### src/sv/winding_number_point_in_polygon_core_assert.svh
`ifndef WINDING_NUMBER_POINT_IN_POLYGON_CORE_ASSERT_SVH
`define WINDING_NUMBER_POINT_IN_POLYGON_CORE_ASSERT_SVH

// Same-cycle implication, sampled on clk_i, off while rst_ni is low.
`define WNPIP_ASSERT_NOW(lbl, ante, cons) \
  lbl: assert property (@(posedge clk_i) disable iff (!rst_ni) (ante) |-> (cons)) \
    else $error("wnpip assertion failed");

// Next-cycle implication, sampled on clk_i, off while rst_ni is low.
`define WNPIP_ASSERT_NEXT(lbl, ante, cons) \
  lbl: assert property (@(posedge clk_i) disable iff (!rst_ni) (ante) |=> (cons)) \
    else $error("wnpip assertion failed");

`endif

### src/sv/wnpip_pkg.sv
package wnpip_pkg;

  localparam int unsigned ACTION_W = 2;
  localparam int unsigned COUNT_W  = 9;

  typedef enum logic [ACTION_W-1:0] {
    ACT_CLEAR  = 2'd0,
    ACT_APPEND = 2'd1,
    ACT_QUERY  = 2'd2
  } wnpip_action_e;

  typedef enum logic [1:0] {
    ST_IDLE,
    ST_QUERY,
    ST_DRAIN,
    ST_RESULT
  } wnpip_state_e;

  // Edge evaluator to controller
  typedef struct packed {
    logic vld;   // one edge finished this cycle
    logic inc;   // upward crossing, point strictly left
    logic dec;   // downward crossing, point strictly right
    logic busy;  // edges still in flight
  } wnpip_edge_res_t;

endpackage

### src/sv/wnpip_edge.sv
module wnpip_edge #(
  parameter int unsigned COORD_BITS = 24
) (
  input  logic                         clk_i,
  input  logic                         rst_ni,
  input  logic                         vtx_vld_i,
  input  logic                         vtx_first_i,
  input  logic signed [COORD_BITS-1:0] vtx_x_i,
  input  logic signed [COORD_BITS-1:0] vtx_y_i,
  input  logic signed [COORD_BITS-1:0] px_i,
  input  logic signed [COORD_BITS-1:0] py_i,
  output wnpip_pkg::wnpip_edge_res_t   res_o
);
  import wnpip_pkg::*;

  localparam int unsigned DW = COORD_BITS + 1;
  localparam int unsigned PW = 2 * DW;
  localparam int unsigned SW = PW + 1;

  logic signed [COORD_BITS-1:0] prev_x_q, prev_y_q;

  logic                 vld1_q, up1_q, dn1_q;
  logic signed [DW-1:0] dxe_q, dyp_q, dxp_q, dye_q;

  logic                 vld2_q, up2_q, dn2_q;
  logic signed [PW-1:0] p1_q, p2_q;

  logic                 vld3_q, inc3_q, dec3_q;
  logic signed [SW-1:0] cross_val;

  // Hold the previous vertex: it starts the edge that ends at the incoming one
  always_ff @(posedge clk_i) begin
    if (vtx_vld_i) begin
      prev_x_q <= vtx_x_i;
      prev_y_q <= vtx_y_i;
    end
  end

  // Stage 1: differences and crossing direction
  always_ff @(posedge clk_i) begin
    dxe_q <= DW'(vtx_x_i) - DW'(prev_x_q);
    dyp_q <= DW'(py_i)    - DW'(prev_y_q);
    dxp_q <= DW'(px_i)    - DW'(prev_x_q);
    dye_q <= DW'(vtx_y_i) - DW'(prev_y_q);
    up1_q <= (prev_y_q <= py_i) && (vtx_y_i > py_i);
    dn1_q <= (prev_y_q > py_i) && (vtx_y_i <= py_i);
  end

  // Stage 2: the two cross product terms
  always_ff @(posedge clk_i) begin
    p1_q  <= dxe_q * dyp_q;
    p2_q  <= dxp_q * dye_q;
    up2_q <= up1_q;
    dn2_q <= dn1_q;
  end

  assign cross_val = SW'(p1_q) - SW'(p2_q);

  // Stage 3: side of edge
  always_ff @(posedge clk_i) begin
    inc3_q <= up2_q && !cross_val[SW-1] && (cross_val != '0);
    dec3_q <= dn2_q && cross_val[SW-1];
  end

  always_ff @(posedge clk_i or negedge rst_ni) begin
    if (!rst_ni) begin
      vld1_q <= 1'b0;
      vld2_q <= 1'b0;
      vld3_q <= 1'b0;
    end else begin
      vld1_q <= vtx_vld_i && !vtx_first_i;
      vld2_q <= vld1_q;
      vld3_q <= vld2_q;
    end
  end

  assign res_o.vld  = vld3_q;
  assign res_o.inc  = inc3_q;
  assign res_o.dec  = dec3_q;
  assign res_o.busy = vld1_q || vld2_q || vld3_q;

endmodule

### config.mk
export PLATFORM = sky130hd
export DESIGN_NAME = wnpip_edge
export DESIGN_NICKNAME = d
export VERILOG_FILES = /design/src/sv/winding_number_point_in_polygon_core_assert.svh /design/src/sv/wnpip_pkg.sv /design/src/sv/wnpip_edge.sv
export SDC_FILE = /design/constraint.sdc
export NUM_CORES = 2
export LEC_CHECK = 0
export BUFFER_PORTS_ARGS = -buffer_cell sky130_fd_sc_hd__buf_2
export CORE_MARGIN = 2
export CORE_UTILIZATION = 30
export DETAILED_ROUTE_END_ITERATION = 10
export PLACE_DENSITY_LB_ADDON = 0.1
export SLEW_MARGIN = 5
export SYNTH_ARGS = -nofsm -noshare
export SYNTH_HDL_FRONTEND = slang
export SYNTH_SLANG_ARGS = --single-unit
### constraint.sdc
create_clock -name clk_i -period 6.9 [get_ports clk_i]
set_input_delay 0.69 -clock clk_i [delete_from_list [all_inputs] [get_ports clk_i]]
set_output_delay 0.69 -clock clk_i [all_outputs]
set_load 0.02 [all_outputs]
# Yosys cells after proc, flatten, opt, wreduce, memory -nomap -nowiden
# Cells that the tools add are included.
[totals]
out_inout_bits = 4
inputBits = 100
reg_bits = 257
elab_cells = 39
[classes]
n_addsub = 5
n_reduce_logical = 11
magnitude_cmp = 4
multipliers = 2
[op_table]
columns = ["operator", "count"]
rows = [
  ["$mul 25x25->50", 2],
  ["$sub 24x24->25", 4],
  ["$reduce_bool 51->1", 1],
  ["$sub 50x50->51", 1],
  ["$gt 24x24->1", 2],
  ["$le 24x24->1", 2],
  ["$logic_and 1x1->1", 6],
  ["$logic_not 1->1", 2],
  ["$logic_or 1x1->1", 2],
]

# Depth between registers and ports, before layout
[depth]
depth_word = 4
depth_mapped = 31
depth_no_buf = 29

# Worst setup path before layout
# Ideal clock, no wire load.
[synth_path]
kind = "reg2reg"
start = "reg dyp_q[4]"
end = "reg p1_q[49]"
t_required_ns = 6.828
t_arrival_ns = 7.140
path_stages_with_launch = 31
n_path_buf = 2
path_slack_ns = -0.312
cell_sequence = "dfxtp_1 > clkbuf_1 > clkbuf_1 > nand2_1 > fa_1 > inv_1 > fa_1 > inv_1 > fa_1 > inv_1 > fa_1 > inv_1 > fa_1 > inv_1 > fa_1 > inv_1 > fa_1 > inv_1 > ha_1 > a211o_1 > or3_1 > a211o_1 > o221ai_1 > a221o_2 > o21ai_2 > a311oi_2 > o21ai_1 > a21oi_1 > o221ai_1 > a21oi_1 > xnor2_1"
[synth_via]
elab_chain_cells = 1
[synth_rtl]
columns = ["element", "line_no", "text"]
rows = [
  ["start, declared", "wnpip_edge.sv:23", "logic signed [DW-1:0] dxe_q, dyp_q, dxp_q, dye_q;"],
  ["start signal, assigned", "wnpip_edge.sv:42", "dyp_q <= DW'(py_i) - DW'(prev_y_q);"],
  ["$mul 25x25->50", "wnpip_edge.sv:51", "p1_q <= dxe_q * dyp_q;"],
  ["end signal, assigned", "wnpip_edge.sv:51", ""],
  ["end, declared", "wnpip_edge.sv:26", "logic signed [PW-1:0] p1_q, p2_q;"],
]
# Every way passes these cells.
# A chain may end at the register's enable or synchronous reset.

# Worst setup path after layout
[layout_path]
start = "reg dyp_q[6]"
end = "reg p1_q[49]"
# Same word-level chain as after synthesis.

==> run summary <==
The achievable frequency is 140 MHz, and the effective utilization at floorplan is 0.302. After the first detailed-routing iteration, the DRC count stood at 2,013. The final worst setup slack came out at -0.234 ns. The first global-routing pass estimated 287,000 um of wire. The tools report the number of detailed-routing iterations run before antenna repair as 5. Once placement completed, the tool counted placed cells totaling 9,326. In this run, synthesis produced a sequential element count of 257. The gate count after technology mapping is 6,336, and the relative slew slack is 0.225. The number of global-route vias before repair is 47,764, and the portion of the clock cycle consumed by the worst path in the final layout is 1.03. The worst setup path is captured at a flop. The time the worst path needs with I/O delays and setup came out at 7.13 ns. Filler cell count in the final layout: 20,182.

At the worst endpoint, the required time is 7.39 ns. Post-detailed-placement half-perimeter wirelength: 160,000 um. In the synthesized netlist the dominant register cell turns out to be sky130_fd_sc_hd__dfxtp_1.

The run finished, with violations left. Dominant cell by count in the synthesized netlist: sky130_fd_sc_hd__inv_1. The tools report the max-slew violation total from the final report as 0. Fraction of layout cells with a size suffix above 1: 0.142. The floorplan has 162 rows.

For the total routing usage reported by global routing, the log shows 0.190. The count of buffering cells on the critical path with inverters included came out at 7. Library cell with the largest summed area after synthesis: sky130_fd_sc_hd__fa_1. On the worst path, the slowest cell contributes a delay of 0.58 ns. Dividing the detail-routed wire length by the instance count gives 19.4 um. TritonCTS built the clock tree. The kind of start point of the critical path is a flop. The min-delay analysis places its worst path in the category in2reg. The highest fanout seen on the critical path was 5; the pin slew with the least headroom to its limit was 1.15 ns. STA puts the critical path data arrival time at 7.63 ns. During placement, the flow inserted port buffers numbering 103.

The cell family contributing the most delay on the critical path is adder cells. The die covers 200,000 um^2. Max capacitance violation total: 0. Setup repair after global routing could not meet its margin everywhere. On the final layout, the worst clock skew is 0.0391 ns. The number of hold-slack violations in the final timing report came out at 0. The post-synthesis async set-or-reset flop share was 0.0117.

Counting instances in the post-synthesis netlist gives the leading cell types as sky130_fd_sc_hd__inv_1 (1,473), sky130_fd_sc_hd__fa_1 (1,321), sky130_fd_sc_hd__nand2_1 (706). Remaining routing DRC violations: 0. The most repeated library cell on the critical path was sky130_fd_sc_hd__fa_1. After floorplanning, the core was sized to cover 195,000 um^2.

CTS saw 257 sinks. The die is 447 um wide. Dividing the synthesized area by the synthesized cell count gives 9.31 um^2.

Counting along the longest clock path gives a buffer depth of 3. The layout overhead on the synthesized area is 17.6%, and the worst-skew pair later-pin latency is 0.63 ns. The global-route track usage on met3 was 0.0187. The total of warnings raised by yosys came out at 0. The largest net degree at the start of global routing was 50; the overall routed net length was 183,000 um.

The met2 global-route usage was 0.344; the area share of the largest cell type after synthesis was 0.448. The tools report the total number of nets in the final design as 8,673. In this run, CTS created clock tree buffers numbering 38. Leaving out filler cells and counting taps, the final layout contains 9,462. The tools report the count of cell types in the netlist as 90. The synthesized design contains 48 enable-type register cells. Fraction of met1 tracks used by global routing: 0.243. The slowest stage of the critical path belongs to the cell sky130_fd_sc_hd__fa_1. The floorplan die height was 447 um; the share of synthesized area occupied by flip-flops and latches was 0.0956. The kind of critical path was reg2reg.

104 I/O pins were placed. In this run the remaining antenna-violating nets after routing total 0. Setup violations remaining at the end of the flow were counted as 12. After synthesis the cells add up to 59,000 um^2.

The synthesized netlist net count was 8,210. After detailed routing, the number of vias per cell comes to 4.55. Ranked by total cell area, the synthesized netlist is headed by sky130_fd_sc_hd__fa_1 (45%), sky130_fd_sc_hd__ha_1 (9.6%), sky130_fd_sc_hd__inv_1 (9.4%). The busiest layer in global routing is met2. The congestion estimate from routability-driven global placement came to 0.863. The level count of the clock H-tree is 2.

The total overflow left after global routing is 0. Clock tree synthesis selected as its root buffer the cell sky130_fd_sc_hd__clkbuf_16. The final reports fail on setup timing.

After clock tree synthesis, the clock-pin slew on the worst setup and hold paths is 0.06 ns. The initial antenna violation count was 19. Number of vias in the routed layout: 43,032.
==> worst reg2reg max path: cells and delay by family, from the launching register on <==
family | cells | cell delay [ns]
compound gates | 10 | 1.99
xor+xnor | 1 | 0.08
buf+inv | 7 | 0.47
simple gates | 2 | 0.38
fa+ha+maj | 8 | 3.78
flops | 1 | 0.34
==> kinds of logic (layout without fill, tap and decap cells) <==
kind of cell,count (synthesis),after routing,share of synthesized area
adder cells (fa/ha/maj),1774,1774,0.544
buffers and inverters,1706,2198,0.109
flip-flops,257,257,0.0956
AO/OA/AOI/OAI,621,621,0.0700
AND/OR/NAND/NOR,1768,1768,0.150
other,0,10,0
multiplexers,12,12,0.00210
XOR/XNOR,198,198,0.0294
==> what timing repair did <==
item                                    4_1_cts  5_1_grt
endpoints found under the hold margin         3        0
hold buffers                                  1        0
gates cloned                                  2        3
setup buffers                                36       17
endpoints found under the setup margin       35       34
resized for setup                           248      127
pin swaps                                   128       79
==> placed cells by master (no fill, tap or decap), types with 22 or more instances in the layout <==
master	synthesis	routed
sky130_fd_sc_hd__edfxtp_1	48	48
sky130_fd_sc_hd__xnor2_1	152	151
sky130_fd_sc_hd__a21oi_1	183	155
sky130_fd_sc_hd__nor3_1	37	35
sky130_fd_sc_hd__ha_1	453	435
sky130_fd_sc_hd__buf_2	4	103
sky130_fd_sc_hd__buf_6	0	54
sky130_fd_sc_hd__clkbuf_16	0	40
sky130_fd_sc_hd__nand2b_1	46	46
sky130_fd_sc_hd__nand2_1	706	697
sky130_fd_sc_hd__inv_2	0	25
sky130_fd_sc_hd__dfxtp_1	206	160
sky130_fd_sc_hd__buf_4	3	420
sky130_fd_sc_hd__nor2b_1	44	44
sky130_fd_sc_hd__fa_2	0	24
sky130_fd_sc_hd__dfxtp_2	0	33
sky130_fd_sc_hd__and3_1	22	22
sky130_fd_sc_hd__nand3_1	40	37
sky130_fd_sc_hd__fa_1	1321	1297
sky130_fd_sc_hd__o21a_1	37	37
sky130_fd_sc_hd__xor2_1	46	46
sky130_fd_sc_hd__a21o_1	80	79
sky130_fd_sc_hd__nor2_1	178	171
sky130_fd_sc_hd__o21ai_0	99	87
sky130_fd_sc_hd__and2_1	610	597
sky130_fd_sc_hd__buf_12	0	62
sky130_fd_sc_hd__inv_1	1473	1448
sky130_fd_sc_hd__a21oi_2	1	22
==> per-stage QoR <==
| stage | setup slack (ns) | cell area (um^2) | TNS (ns) | hold WS, ns | util |
|---|---|---|---|---|---|
| final | -0.234 | 69400 | -0.975 | 0.217 | 0.355 |
| after global routing | -0.538 | 69400 | -7.24 | 0.200 | 0.355 |
| after floorplan | -0.0132 | 59100 | -0.0132 | 0.310 | - |
| after detailed placement | -0.586 | 66300 | -11.21 | 0.317 | 0.340 |
| after global placement | -0.529 | 66300 | -9.92 | 0.314 | 0.340 |
| after CTS | -0.358 | 68800 | -1.49 | 0.153 | 0.352 |
==> sequential cells by signal (all words and copies together), names as in the netlist <==
| register | count |
|---|---|
| dxp_q | 25 |
| inc3_q | 1 |
| p1_q | 50 |
| vld1_q | 1 |
| vld3_q | 1 |
| prev_y_q | 24 |
| vld2_q | 1 |
| up2_q | 1 |
| dn2_q | 1 |
| dyp_q | 25 |
| dn1_q | 1 |
| dxe_q | 25 |
| dye_q | 25 |
| prev_x_q | 24 |
| p2_q | 50 |
| dec3_q | 1 |
| up1_q | 1 |
==> metal layers <==
layer	routed length (um)	vias up	part of all wire
met5	72	-	0.00039
met4	5410	12	0.030
met3	6210	162	0.034
met2	94700	588	0.52
met1	76800	22319	0.42
li1	-	19951	-
==> worst paths after layout <==
check | from | end | slack [ns] | cells past startpoint
hold reg to reg | dn1_q$_DFF_P_ | dn2_q$_DFF_P_ | 0.32 | 0
hold / removal | vtx_first_i | vld1_q$_DFF_PN0_ | 0.22 | 2
setup reg to reg | dyp_q[6]$_DFF_P_ | p1_q[49]$_DFF_P_ | -0.23 | 28
setup / recovery | dyp_q[6]$_DFF_P_ | p1_q[49]$_DFF_P_ | -0.23 | 28
min in group asynchronous | rst_ni | vld2_q$_DFF_PN0_ | 0.39 | 2
max in group asynchronous | rst_ni | vld3_q$_DFF_PN0_ | 6.40 | 2
==> cell type report <==
class                           instances  area, um^2  area share
Multi-Input combinational cell       4373       47800       0.689
Sequential cell                       257        5730      0.0826
Timing Repair Buffer                  654        5730      0.0826
Inverter                             1475        5540      0.0798
Tap cell                             2624        3280      0.0473
Clock buffer                           49        1030      0.0149
Clock inverter                         20         245     0.00353
Antenna cell                           10        25.0    0.000361
Power is left out: the tool's default activity adds up to more than one toggle a clock period on the data nets, which glitch-free logic cannot reach.
